--- src/rtl/ipacl_pkg.sv ---
// ----------------------------------------------------------------------------
// IPv4 ACL package
// Shared types, request codes and the prefix mask function of the
// first-match IPv4 access list.
// ----------------------------------------------------------------------------
`default_nettype none

package ipacl_pkg;

  localparam int ADDR_W = 32;
  localparam int PLEN_W = 6;

  localparam logic [PLEN_W-1:0] MAX_PLEN = 6'd32;

  // Request codes carried by req_type.
  localparam logic REQ_ADD   = 1'b0;
  localparam logic REQ_CHECK = 1'b1;

  // Status codes carried by the result.
  localparam logic STS_OK   = 1'b0;
  localparam logic STS_FULL = 1'b1;

  // One stored rule: base address, clamped prefix length, allow bit.
  typedef struct packed {
    logic [ADDR_W-1:0] base;
    logic [PLEN_W-1:0] plen;
    logic              allow;
  } rule_t;

  localparam int RULE_W = $bits(rule_t);

  // Commands from the controller to the datapath.
  typedef struct packed {
    logic accept_add;
    logic accept_chk;
    logic scan;
    logic load_out;
  } cmd_t;

  // Status from the datapath to the controller.
  typedef struct packed {
    logic empty;
    logic hit;
    logic exhausted;
  } sts_t;

  // Mask of the leading len bits; len is never above 32 once stored.
  function automatic logic [ADDR_W-1:0] prefix_mask(input logic [PLEN_W-1:0] len);
    logic [PLEN_W-1:0] sh;
    logic [ADDR_W-1:0] m;
    sh = MAX_PLEN - len;
    if (len == '0) begin
      m = '0;
    end else begin
      m = {ADDR_W{1'b1}} << sh;
    end
    return m;
  endfunction

endpackage

`default_nettype wire

--- src/rtl/ipacl_ram.sv ---
// ----------------------------------------------------------------------------
// IPv4 ACL generic RAM
// Simple dual-port memory: one write port, one read port with registered
// read data.
// ----------------------------------------------------------------------------
`default_nettype none

module ipacl_ram #(
  parameter int WIDTH = 8,
  parameter int DEPTH = 16,
  parameter int AW    = (DEPTH > 1) ? $clog2(DEPTH) : 1
) (
  input  wire logic             clk,
  input  wire logic             wr_en,
  input  wire logic [AW-1:0]    wr_addr,
  input  wire logic [WIDTH-1:0] wr_data,
  input  wire logic             rd_en,
  input  wire logic [AW-1:0]    rd_addr,
  output logic      [WIDTH-1:0] rd_data
);

  logic [WIDTH-1:0] mem_r [DEPTH];
  logic [WIDTH-1:0] rd_data_r;

  always_ff @(posedge clk) begin
    if (wr_en) begin
      mem_r[wr_addr] <= wr_data;
    end
    if (rd_en) begin
      rd_data_r <= mem_r[rd_addr];
    end
  end

  assign rd_data = rd_data_r;

endmodule

`default_nettype wire

--- src/rtl/ipacl_ctrl.sv ---
// ----------------------------------------------------------------------------
// IPv4 ACL controller
// Sequences one transaction at a time: accept, rule scan for checks, and
// hand-over of the result to the output register.
// ----------------------------------------------------------------------------
`default_nettype none

module ipacl_ctrl (
  input  wire logic            clk,
  input  wire logic            rst_n,
  input  wire logic            in_valid,
  input  wire logic            in_req_type,
  output logic                 in_stall,
  output logic                 out_valid,
  input  wire logic            out_stall,
  input  wire ipacl_pkg::sts_t sts,
  output ipacl_pkg::cmd_t      cmd
);

  import ipacl_pkg::*;

  localparam logic [1:0] S_IDLE   = 2'd0;
  localparam logic [1:0] S_SCAN   = 2'd1;
  localparam logic [1:0] S_FINISH = 2'd2;

  logic [1:0] state_r, state_nxt;
  logic       out_vld_r, out_vld_nxt;
  logic       in_acc;
  logic       out_free;

  assign in_stall = (state_r != S_IDLE);
  assign in_acc   = in_valid && !in_stall;
  assign out_free = !out_vld_r || !out_stall;

  always_comb begin
    state_nxt = state_r;
    cmd       = '0;
    unique case (state_r)
      S_IDLE: begin
        if (in_acc) begin
          if (in_req_type == REQ_ADD) begin
            cmd.accept_add = 1'b1;
            state_nxt      = S_FINISH;
          end else begin
            cmd.accept_chk = 1'b1;
            state_nxt      = sts.empty ? S_FINISH : S_SCAN;
          end
        end
      end
      S_SCAN: begin
        if (sts.hit || sts.exhausted) begin
          state_nxt = S_FINISH;
        end else begin
          cmd.scan = 1'b1;
        end
      end
      S_FINISH: begin
        if (out_free) begin
          cmd.load_out = 1'b1;
          state_nxt    = S_IDLE;
        end
      end
      default: begin
        state_nxt = S_IDLE;
      end
    endcase
  end

  always_comb begin
    out_vld_nxt = out_vld_r;
    if (cmd.load_out) begin
      out_vld_nxt = 1'b1;
    end else if (!out_stall) begin
      out_vld_nxt = 1'b0;
    end
  end

  always_ff @(posedge clk) begin
    if (!rst_n) begin
      state_r   <= S_IDLE;
      out_vld_r <= 1'b0;
    end else begin
      state_r   <= state_nxt;
      out_vld_r <= out_vld_nxt;
    end
  end

  assign out_valid = out_vld_r;

endmodule

`default_nettype wire

--- src/rtl/ipacl_dp.sv ---
// ----------------------------------------------------------------------------
// IPv4 ACL datapath
// Rule memory, rule count, scan pointer, prefix compare and the result
// register.
// ----------------------------------------------------------------------------
`default_nettype none

module ipacl_dp #(
  parameter int MAX_RULES = 64
) (
  input  wire logic                           clk,
  input  wire logic                           rst_n,
  input  wire ipacl_pkg::cmd_t                cmd,
  output ipacl_pkg::sts_t                     sts,
  input  wire logic [ipacl_pkg::ADDR_W-1:0]   in_ip_address,
  input  wire logic [ipacl_pkg::PLEN_W-1:0]   in_prefix_length,
  input  wire logic                           in_rule_allows,
  output logic                                out_verdict_allow,
  output logic                                out_status
);

  import ipacl_pkg::*;

  localparam int IDX_W = (MAX_RULES > 1) ? $clog2(MAX_RULES) : 1;
  localparam int CNT_W = $clog2(MAX_RULES + 1);
  localparam logic [CNT_W-1:0] CNT_MAX = CNT_W'(MAX_RULES);

  logic [CNT_W-1:0]  count_r;
  logic [CNT_W-1:0]  idx_r;
  logic              pend_r;
  logic [ADDR_W-1:0] addr_r;
  logic              verdict_r;
  logic              status_r;
  logic              out_verdict_r;
  logic              out_status_r;

  logic              full;
  logic              wr_en;
  logic              rd_en;
  rule_t             wr_rule;
  rule_t             rd_rule;
  logic [RULE_W-1:0] rd_data;
  logic              match;

  assign full  = (count_r == CNT_MAX);
  assign wr_en = cmd.accept_add && !full;
  assign rd_en = cmd.scan && (idx_r != count_r);

  assign wr_rule.base  = in_ip_address;
  assign wr_rule.plen  = (in_prefix_length > MAX_PLEN) ? MAX_PLEN : in_prefix_length;
  assign wr_rule.allow = in_rule_allows;

  ipacl_ram #(
    .WIDTH (RULE_W),
    .DEPTH (MAX_RULES),
    .AW    (IDX_W)
  ) u_rules (
    .clk     (clk),
    .wr_en   (wr_en),
    .wr_addr (count_r[IDX_W-1:0]),
    .wr_data (wr_rule),
    .rd_en   (rd_en),
    .rd_addr (idx_r[IDX_W-1:0]),
    .rd_data (rd_data)
  );

  assign rd_rule = rule_t'(rd_data);
  assign match   = ((rd_rule.base ^ addr_r) & prefix_mask(rd_rule.plen)) == '0;

  assign sts.empty     = (count_r == '0);
  assign sts.hit       = pend_r && match;
  assign sts.exhausted = pend_r && !match && (idx_r == count_r);

  always_ff @(posedge clk) begin
    if (!rst_n) begin
      count_r <= '0;
      pend_r  <= 1'b0;
    end else begin
      if (wr_en) begin
        count_r <= count_r + 1'b1;
      end
      // Any new transaction drops the compare left over from the last scan.
      if (cmd.accept_chk || cmd.accept_add) begin
        pend_r <= 1'b0;
      end else if (cmd.scan) begin
        pend_r <= rd_en;
      end
    end
  end

  always_ff @(posedge clk) begin
    if (cmd.accept_add) begin
      verdict_r <= 1'b0;
      status_r  <= full ? STS_FULL : STS_OK;
    end else if (cmd.accept_chk) begin
      // No matching rule leaves the address allowed.
      verdict_r <= 1'b1;
      status_r  <= STS_OK;
      addr_r    <= in_ip_address;
      idx_r     <= '0;
    end else begin
      if (sts.hit) begin
        verdict_r <= rd_rule.allow;
      end
      if (rd_en) begin
        idx_r <= idx_r + 1'b1;
      end
    end
    if (cmd.load_out) begin
      out_verdict_r <= verdict_r;
      out_status_r  <= status_r;
    end
  end

  assign out_verdict_allow = out_verdict_r;
  assign out_status        = out_status_r;

`ifndef NO_ASSERTIONS
  a_count_bound : assert property (@(posedge clk) disable iff (!rst_n)
    count_r <= CNT_MAX)
    else $error("rule count above table depth");

  a_idx_bound : assert property (@(posedge clk) disable iff (!rst_n)
    (cmd.scan || pend_r) |-> idx_r <= count_r)
    else $error("scan pointer ran past the stored rules");

  a_count_only_on_add : assert property (@(posedge clk) disable iff (!rst_n)
    !wr_en |=> $stable(count_r))
    else $error("rule count changed without an accepted add");
`endif

endmodule

`default_nettype wire

--- src/rtl/ipv4_prefix_acl_first_match.sv ---
// ----------------------------------------------------------------------------
// IPv4 prefix ACL, first match
// Ordered table of IPv4 prefix rules with append and first-match check.
// ----------------------------------------------------------------------------
// Each transaction is either an add, which appends a rule (address, prefix
// length clamped to 32, allow bit) at the end of the table, or a check, which
// walks the stored rules in the order they were added and returns the allow
// bit of the first rule whose leading prefix bits equal those of the address;
// with no matching rule, or an empty table, the address is allowed. An add
// into a full table is dropped and answered with status 1. The block handles
// one transaction at a time and takes the next one only after the result of
// the last has moved into the output register. A check reads the rule memory
// through its single registered read port, one rule per cycle, and stops at
// the first match or after the last stored rule; with an empty table no rule
// is read. The result sits in an output register, so a check can already run
// while the previous result still waits for the sink. Reset clears the rule
// count and the control state but not the table; entries of the table beyond
// the count are never read, so no clearing pass is needed.
`default_nettype none

module ipv4_prefix_acl_first_match #(
  parameter int MAX_RULES = 64
) (
  input  wire logic                         clk,
  input  wire logic                         rst_n,
  // Request channel.
  input  wire logic                         in_valid,
  output logic                              in_stall,
  input  wire logic                         in_req_type,
  input  wire logic [ipacl_pkg::ADDR_W-1:0] in_ip_address,
  input  wire logic [ipacl_pkg::PLEN_W-1:0] in_prefix_length,
  input  wire logic                         in_rule_allows,
  // Result channel.
  output logic                              out_valid,
  input  wire logic                         out_stall,
  output logic                              out_verdict_allow,
  output logic                              out_status
);

  import ipacl_pkg::*;

  // Command and status buses between the sequencer and the datapath.
  cmd_t cmd;
  sts_t sts;

  // The controller decides when a transaction is taken, how long the scan
  // runs and when the result moves into the output register.
  ipacl_ctrl u_ctrl (
    .clk         (clk),
    .rst_n       (rst_n),
    .in_valid    (in_valid),
    .in_req_type (in_req_type),
    .in_stall    (in_stall),
    .out_valid   (out_valid),
    .out_stall   (out_stall),
    .sts         (sts),
    .cmd         (cmd)
  );

  // The datapath holds the rule memory, the count of stored rules, the scan
  // pointer and the prefix comparator, and it owns the result payload.
  ipacl_dp #(
    .MAX_RULES (MAX_RULES)
  ) u_dp (
    .clk               (clk),
    .rst_n             (rst_n),
    .cmd               (cmd),
    .sts               (sts),
    .in_ip_address     (in_ip_address),
    .in_prefix_length  (in_prefix_length),
    .in_rule_allows    (in_rule_allows),
    .out_verdict_allow (out_verdict_allow),
    .out_status        (out_status)
  );

endmodule

`default_nettype wire
--- config.mk ---
export PLATFORM = sky130hd
export DESIGN_NAME = ipv4_prefix_acl_first_match
export DESIGN_NICKNAME = d
export VERILOG_FILES = /design/src/rtl/ipacl_pkg.sv /design/src/rtl/ipacl_ram.sv /design/src/rtl/ipacl_ctrl.sv /design/src/rtl/ipacl_dp.sv /design/src/rtl/ipv4_prefix_acl_first_match.sv
export SDC_FILE = /design/constraint.sdc
export NUM_CORES = 2
export LEC_CHECK = 0
export BUFFER_PORTS_ARGS = -buffer_cell sky130_fd_sc_hd__buf_2
export CAP_MARGIN = 15
export CORE_ASPECT_RATIO = 0.5
export CORE_UTILIZATION = 63
export DETAILED_ROUTE_END_ITERATION = 16
export PLACE_DENSITY = 0.77
export SLEW_MARGIN = 10
export SYNTH_ARGS = -nofsm -noshare
export SYNTH_HDL_FRONTEND = slang
export SYNTH_SLANG_ARGS = --single-unit
--- constraint.sdc ---
create_clock -name clk -period 6.8 [get_ports clk]
set_input_delay 1.02 -clock clk [delete_from_list [all_inputs] [get_ports clk]]
set_output_delay 1.02 -clock clk [all_outputs]
set_load 0.02 [all_outputs]
# Yosys cells after proc, flatten, opt, wreduce, memory -nomap -nowiden
# Memory sizes are Yosys's and may differ from the RTL's. A register that Yosys moved wholly into a read port is not among the register bits.
# Cells that the tools add are included.
totals:
  ff_bits: 54
  mem_bits_rw: 2496
  in_bits: 44
  output_inout_bits: 4
  word_cells: 81
  n_memories: 1
mem_list:
  columns: ["memory", "words", "word_bits", "rd", "rd_clocked_by_memory_dff", "write_ports", "line_no", "source"]
  rows:
  - ["u_dp.u_rules.mem_r", 64, 39, 1, 1, 1, "ipacl_ram.sv:22", "logic [WIDTH-1:0] mem_r [DEPTH];"]
classes:
  add_sub_neg: 3
  order_cmp: 1
  n_eq_ne: 9
  shift: 1
  muxes: 26
  bitwise: 4
  reduce_logical: 26
op_table:
  columns: ["operator", "n"]
  rows:
  - ["$and A32 B32 Y32", 1]
  - ["$logic_not A32 Y1", 1]
  - ["$mux W32", 1]
  - ["$shl A32 B6 Y32 const A", 1]
  - ["$xor A32 B32 Y32", 1]
  - ["$mux W1", 15]
  - ["$add A7 B1 Y7 const B", 2]
  - ["$mux W2", 7]
  - ["$ne A2 B1 Y1 const B", 4]
  - ["$reduce_bool A2 Y1", 4]
  - ["$eq A7 B7 Y1", 1]
  - ["$eq A7 B7 Y1 const B", 1]
  - ["$logic_not A7 Y1", 1]
  - ["$mux W7", 1]
  - ["$ne A7 B7 Y1", 1]
  - ["$gt A6 B6 Y1 const B", 1]
  - ["$logic_and A1 B1 Y1", 6]
  - ["$logic_not A6 Y1", 1]
  - ["$mux W6", 1]
  - ["$pmux W2 S3", 1]
  - ["$sub A6 B6 Y6 const A", 1]
  - ["$logic_not A1 Y1", 5]
  - ["$reduce_and A2 Y1", 2]
  - ["$logic_or A1 B1 Y1", 3]
  - ["other kinds (6)", 7]

# Depth between registers and ports, before layout
depth:
  ltp_word: 14
  depth_mapped: 12
  ltp_nobuf: 10

# By module
# From an unflattened synthesis, not the netlist that was laid out.
unflattened:
  cells_unflattened: 4341
  hier_area_um2: 98814.8
modules_own_cells:
  columns: ["module", "n_inst", "cells_per_inst", "area_each_um2", "seq_area_each_um2"]
  rows:
  - ["ipacl_ram", 1, 4059, 95743.1, 76123.0]
  - ["ipacl_dp", 1, 258, 2896.5, 1441.4]
  - ["ipacl_ctrl", 1, 24, 175.2, 60.1]

# Least setup slack after synthesis
# No wires, ideal clock.
synth_timing:
  path_kind: "reg2reg"
  start: "register u_dp.u_rules.rd_data_r[1] (netlist: u_dp.u_rules.rd_data[1]) (read register of u_dp.u_rules.mem_r)"
  end: "register u_dp.u_rules.rd_data_r[0] (netlist: u_dp.u_rules.rd_data[0]) (read register of u_dp.u_rules.mem_r) (enable)"
  setup_ns: 0.484
  arrival_ns: 4.787
  t_required_ns: 6.316
  slack_ns: 1.529
  stages_incl_launch_ff: 12
  path_buffers: 2
  synth_period_minus_slack_ns: 5.271
  cell_sequence: "edfxtp_1 -> inv_1 -> ha_1 -> buf_2 -> xnor2_4 -> buf_4 -> nor3_1 -> a2111oi_0 -> nor4bb_1 -> or3_1 -> and3_1 -> nor3_1"
synth_between:
  elab_chain_cells: 12
  word_cells_on_any_way: 14
  classes_between: "1 x add/sub; 1 x shift; 3 x mux; 1 x bitwise; 8 x reduce/logical"
synth_lines:
  columns: ["element", "line_no", "source"]
  rows:
  - ["from (decl)", "ipacl_ram.sv:23", "logic [WIDTH-1:0] rd_data_r;"]
  - ["$sub A6 B6 Y6", "ipacl_pkg.sv:51", "sh = MAX_PLEN - len;"]
  - ["$shl A32 B6 Y32", "ipacl_pkg.sv:55", "m = {ADDR_W{1'b1}} << sh;"]
  - ["$mux W32 (*)", "ipacl_pkg.sv:52", "if (len == '0) begin"]
  - ["$and A32 B32 Y32 (*)", "ipacl_dp.sv:68", "assign match = ((rd_rule.base ^ addr_r) & prefix_mask(rd_rule.plen)) == '0;"]
  - ["$logic_not A32 Y1 (*)", "ipacl_dp.sv:68", null]
  - ["$logic_not A1 Y1", "ipacl_dp.sv:72", "assign sts.exhausted = pend_r && !match && (idx_r == count_r);"]
  - ["$logic_and A1 B1 Y1 (2 in a row)", "ipacl_dp.sv:72", null]
  - ["$logic_or A1 B1 Y1 (*)", "ipacl_ctrl.sv:51", "if (sts.hit || sts.exhausted) begin"]
  - ["$mux W1 (*)", "ipacl_ctrl.sv:51", null]
  - ["$mux W1 (*)", "ipacl_ctrl.sv:38", "unique case (state_r)"]
  - ["$logic_and A1 B1 Y1 (*)", "ipacl_dp.sv:47", "assign rd_en = cmd.scan && (idx_r != count_r);"]
  - ["via u_dp.rd_en", "ipacl_dp.sv:39", "logic rd_en;"]
# The timed path passes the listed nets; every way through them passes the cells marked *.
# A chain may end at the register's enable or synchronous reset.

# Worst setup path after layout
layout_timing:
  start: "register u_dp.count_r[3]"
  end: "memory u_dp.u_rules.mem_r[31][12] in the netlist's numbering (enable)"
layout_between:
  elab_chain_cells: 5
layout_lines:
  columns: ["element", "line_no", "source"]
  rows:
  - ["from (decl)", "ipacl_dp.sv:28", "logic [CNT_W-1:0] count_r;"]
  - ["from (signal assigned)", "ipacl_dp.sv:80", "count_r <= count_r + 1'b1;"]
  - ["$eq A7 B7 Y1", "ipacl_dp.sv:45", "assign full = (count_r == CNT_MAX);"]
  - ["$logic_not A1 Y1", "ipacl_dp.sv:46", "assign wr_en = cmd.accept_add && !full;"]
  - ["$logic_and A1 B1 Y1", "ipacl_dp.sv:46", null]
  - ["$mux W1", "ipacl_ram.sv:26", "if (wr_en) begin"]
  - ["$mux W1 (implied by the code)", "ipacl_ram.sv:27", "mem_r[wr_addr] <= wr_data;"]
  - ["to (decl)", "ipacl_ram.sv:22", null]
# Several ways; a longest one is shown, not always the timed one.

==> Implementation_results.wiki <==
{| class="wikitable"
! Metric !! Value
|-
| Capturing point of the worst reg2reg path || u_dp.u_rules.mem_r[31][12]$_DFFE_PP_
|-
| Maximum number of pins on one net before global-route repair || 161
|-
| Final WL || 265 mm
|-
| Worst-case headroom to the max-slew limit || 14.4%
|-
| Placeable Area || 0.155 mm²
|-
| Library cell with the largest summed area after synthesis || sky130_fd_sc_hd__edfxtp_1
|-
| Final net count || 4161
|-
| GRT Util Overall || 34.3%
|-
| Setup repair after global routing missed its margin || no
|-
| Largest fanout on the critical path || 20
|-
| Cell area power density || 372 mW/mm²
|-
| Number of max-slew violations in the final report || 0
|-
| Chip height || 282 µm
|-
| Endpoint class of the critical path || flop
|-
| Sink Count || 2589
|-
| RD Place Congestion || 0.870
|-
| Data arrival time at the worst-slack endpoint || 5.33 ns
|-
| Vias || 47400
|-
| Skew-Pair Late Insertion Delay || 0.86 ns
|-
| Final critical-path share of the clock period || 71.4%
|-
| Worst setup path class || reg -> reg
|-
| Internal Power || 28.9 mW
|-
| Standard-cell row count || 102
|-
| Time the final worst path needs with I/O delays and setup || 4.85 ns
|-
| Net Switching || 11.7 mW
|-
| Setup clock skew after layout || 0.0677 ns
|-
| Worst setup SP type || flop
|-
| Via-per-instance ratio || 7.47
|-
| Clock share of power || 29.8%
|-
| Setup TNS || 0 ns
|-
| Worst Hold Margin || 0.464 ns
|-
| Worst Hold Class || in -> reg
|-
| Count of cells along the worst hold path || 2
|-
| Average detailed-routed wire length per instance || 41.8 µm
|-
| Register bit count reported by yosys || 2589
|-
| Number of fill cells || 8236
|-
| Asr flop ratio synth || 0%
|-
| Layout overhead on the synthesized area || 10.3%
|-
| Wire length of the first global-routing pass || 371 mm
|-
| Ys Warns || 0
|-
| Detail Placement HPWL || 134 mm
|-
| Cell chosen for the clock root || sky130_fd_sc_hd__clkbuf_16
|-
| Worst R2R Path Depth || 6
|-
| Slowest CP cell || sky130_fd_sc_hd__nor2_4
|-
| Worst path max stage delay || 1.20 ns
|-
| Port Buffer Count || 47
|-
| Fraction of layout instances using a drive strength above 1 || 31.8%
|-
| Clk slew on worst S/H paths || 0.07 ns
|-
| Logic gate share of total power || 25.6%
|-
| Sequential cell area || 0.0776 mm²
|-
| Part of the total power dissipated in sequential elements || 44.6%
|-
| Total I/O pin count || 48
|-
| Number of max-capacitance violations reported || 0
|-
| Number of distinct library cells after synthesis || 51
|-
| Worst-margin pin slew || 1.28 ns
|-
| H-tree depth reported by CTS || 4
|-
| Number of DRC violations after detailed-routing iteration 0 || 7752
|-
| Register-to-register setup slack || 1.95 ns
|-
| Detailed-routing iteration count for the pre-antenna-repair pass || 6
|-
| Hold buffer count at CTS || 0
|-
| GRT Residual Overflow || 0
|-
| CP Data Required Time || 7.28 ns
|-
| Multi-input logic area || 0.0207 mm²
|-
| Net switching fraction of the power || 28.8%
|-
| Sequential-to-total area share from yosys stat || 78.6%
|-
| Mapped Cells || 3919
|-
| Maximum buffer depth of the clock tree || 4
|-
| Mapped Area || 0.0988 mm²
|-
| Upper clock frequency limit || 0.206 GHz
|-
| Source of the worst hold timing path || rst_n
|-
| Hold worst-path end || u_ctrl.state_r[1]$_SDFFE_PN0P_
|-
| DRT antenna net count || 0
|-
| Number of remaining DRC errors || 0
|-
| Synth top area cells || sky130_fd_sc_hd__edfxtp_1 78%, sky130_fd_sc_hd__mux4_2 19%, sky130_fd_sc_hd__buf_2 0.37%
|-
| CTS tree || done
|-
| Clock buffers created by TritonCTS || 213
|-
| Vias in the first global route || 46900
|-
| DIE WIDTH || 562 µm
|-
| Area enclosed by the die boundary || 0.158 mm²
|-
| Synth Net Count || 3970
|-
| Largest voltage drop on the vdd net || 449 µV
|-
| Main flop type after synthesis || sky130_fd_sc_hd__edfxtp_1
|-
| Starting utilization of the core area || 63.7%
|-
| Outcome || finished, final reports clean
|-
| Initial antenna violation count || 17
|-
| Number of hold violations in the final report || 0
|-
| Standby leakage power || 33.0 nW
|-
| Area share of the largest cell type after synthesis || 78.3%
|-
| Number of synthesized flops with an enable pin || 2577
|-
| Post-cts gate resize count || 0
|-
| Post-synthesis average cell area || 25.2 µm²
|-
| Reg2Reg Launch Point || u_dp.count_r[3]$_SDFFE_PN0P_
|-
| Setup Viol. Count Final || 0
|-
| Top-count cell post-synth || sky130_fd_sc_hd__edfxtp_1
|-
| Most frequent cells after synthesis || 2577 x sky130_fd_sc_hd__edfxtp_1, 819 x sky130_fd_sc_hd__mux4_2, 95 x sky130_fd_sc_hd__nor2_1
|-
| Ordered cell list for the critical path || or3_1, nor3b_1, a21oi_2, nand4_1, nor2_4, buf_4
|-
| Post-CTS setup-driven buffer insertion count || 0
|}
worst max-delay path: cells and delay by family, from the launching register on:
family | cells | cell delay, ns
AOI/OAI and AO/OA | 1 | 0.38
DFF | 1 | 0.53
buffers and inverters | 1 | 0.51
and+or+nand+nor | 4 | 3.04
power groups by stage:
stage	clock network (mW)	registers, mW	logic (mW)
after global placement	0	18.4	9.91
after detailed placement	0	18.4	10.0
after floorplan	0	18.3	6.64
final	12.1	18.1	10.4
after CTS	12.1	18.1	10.3
after global routing	12.7	18.1	10.6
state kept, by name (all words and copies together) (netlist names), 2 cells and up:
register,count
u_dp.count_r,7
u_dp.u_rules.mem_r,2496
u_dp.u_rules.rd_data,39
u_dp.idx_r,7
u_dp.addr_r,32
u_ctrl.state_r,2
how the worst max path moves through the flow:
stage | from | to | slack, ns | depth (start not counted)
finish | u_dp.count_r[3]$_SDFFE_PN0P_ | u_dp.u_rules.mem_r[31][12]$_DFFE_PP_ | 1.95 | 6
global placement | in_valid | u_dp.u_rules.mem_r[55][19]$_DFFE_PP_ | 2.12 | 7
global route | u_dp.count_r[3]$_SDFFE_PN0P_ | u_dp.u_rules.mem_r[47][21]$_DFFE_PP_ | 1.80 | 6
floorplan | u_dp.u_rules.rd_data[1]$_DFFE_PP_ | u_dp.u_rules.rd_data[0]$_DFFE_PP_ | 1.53 | 11
detailed placement | in_req_type | u_dp.u_rules.mem_r[55][25]$_DFFE_PP_ | 2.01 | 6
CTS | u_dp.count_r[3]$_SDFFE_PN0P_ | u_dp.u_rules.mem_r[47][21]$_DFFE_PP_ | 2.08 | 6
placed cells by master (no fill, tap or decap), drive strengths merged, types with 14 or more instances in the layout:
master / Yosys / layout
mux4: 819 / 819
nor2: 95 / 95
xor2: 23 / 23
clkinv: 1 / 84
clkbuf: 79 / 261
buf: 126 / 181
nand2: 20 / 20
inv: 10 / 14
bufinv: 0 / 17
xnor2: 31 / 31
o21ai: 14 / 14
a21oi: 15 / 15
edfxtp: 2577 / 2577
metal layers:
| metal | share of wire, % | wire length [µm] | GRT usage [%] |
|---|---|---|---|
| met3 | 13 | 34400 | 9.20 |
| met4 | 5.1 | 13600 | 14.9 |
| met1 | 34 | 90900 | 46.6 |
| met2 | 48 | 126000 | 53.4 |
| met5 | 0.026 | 69 | 0 |
stage by stage:
stage | worst slack [ns] | total power, mW | instance area [µm²] | instances | util, %
floorplan | 1.53 | 24.9 | 98800 | 3919 | -
global placement | 2.12 | 28.3 | 102000 | 5971 | 66.0
detailed placement | 2.01 | 28.5 | 102000 | 5972 | 66.0
CTS | 2.08 | 40.5 | 109000 | 6343 | 70.2
global route | 1.80 | 41.4 | 109000 | 6347 | 70.2
finish | 1.95 | 40.6 | 109000 | 6351 | 70.2
kinds of logic (layout without fill, tap and decap cells):
| group | count (synthesis) | after routing | share of synthesized area [%] |
|---|---|---|---|
| flip-flops | 2589 | 2589 | 78.6 |
| multiplexers | 820 | 820 | 18.7 |
| buffers and inverters | 216 | 563 | 0.953 |
| AND/OR/NAND/NOR | 177 | 177 | 0.835 |
| AO/OA/AOI/OAI | 56 | 56 | 0.361 |
| XOR/XNOR | 54 | 54 | 0.498 |
| adder cells (fa/ha/maj) | 7 | 7 | 0.0887 |
| other | 0 | 5 | 0 |
area by class of cell:
class,count,share of cell area (%)
clock inverters,110,0.893
multi-input cells,1114,19.0
repair buffers,181,1.37
diodes,5,0.0115
well taps,2080,2.39
clock buffers,261,5.06
inverters,11,0.0379
flip-flops and latches,2589,71.2
Power figures use the tool's default switching activity.
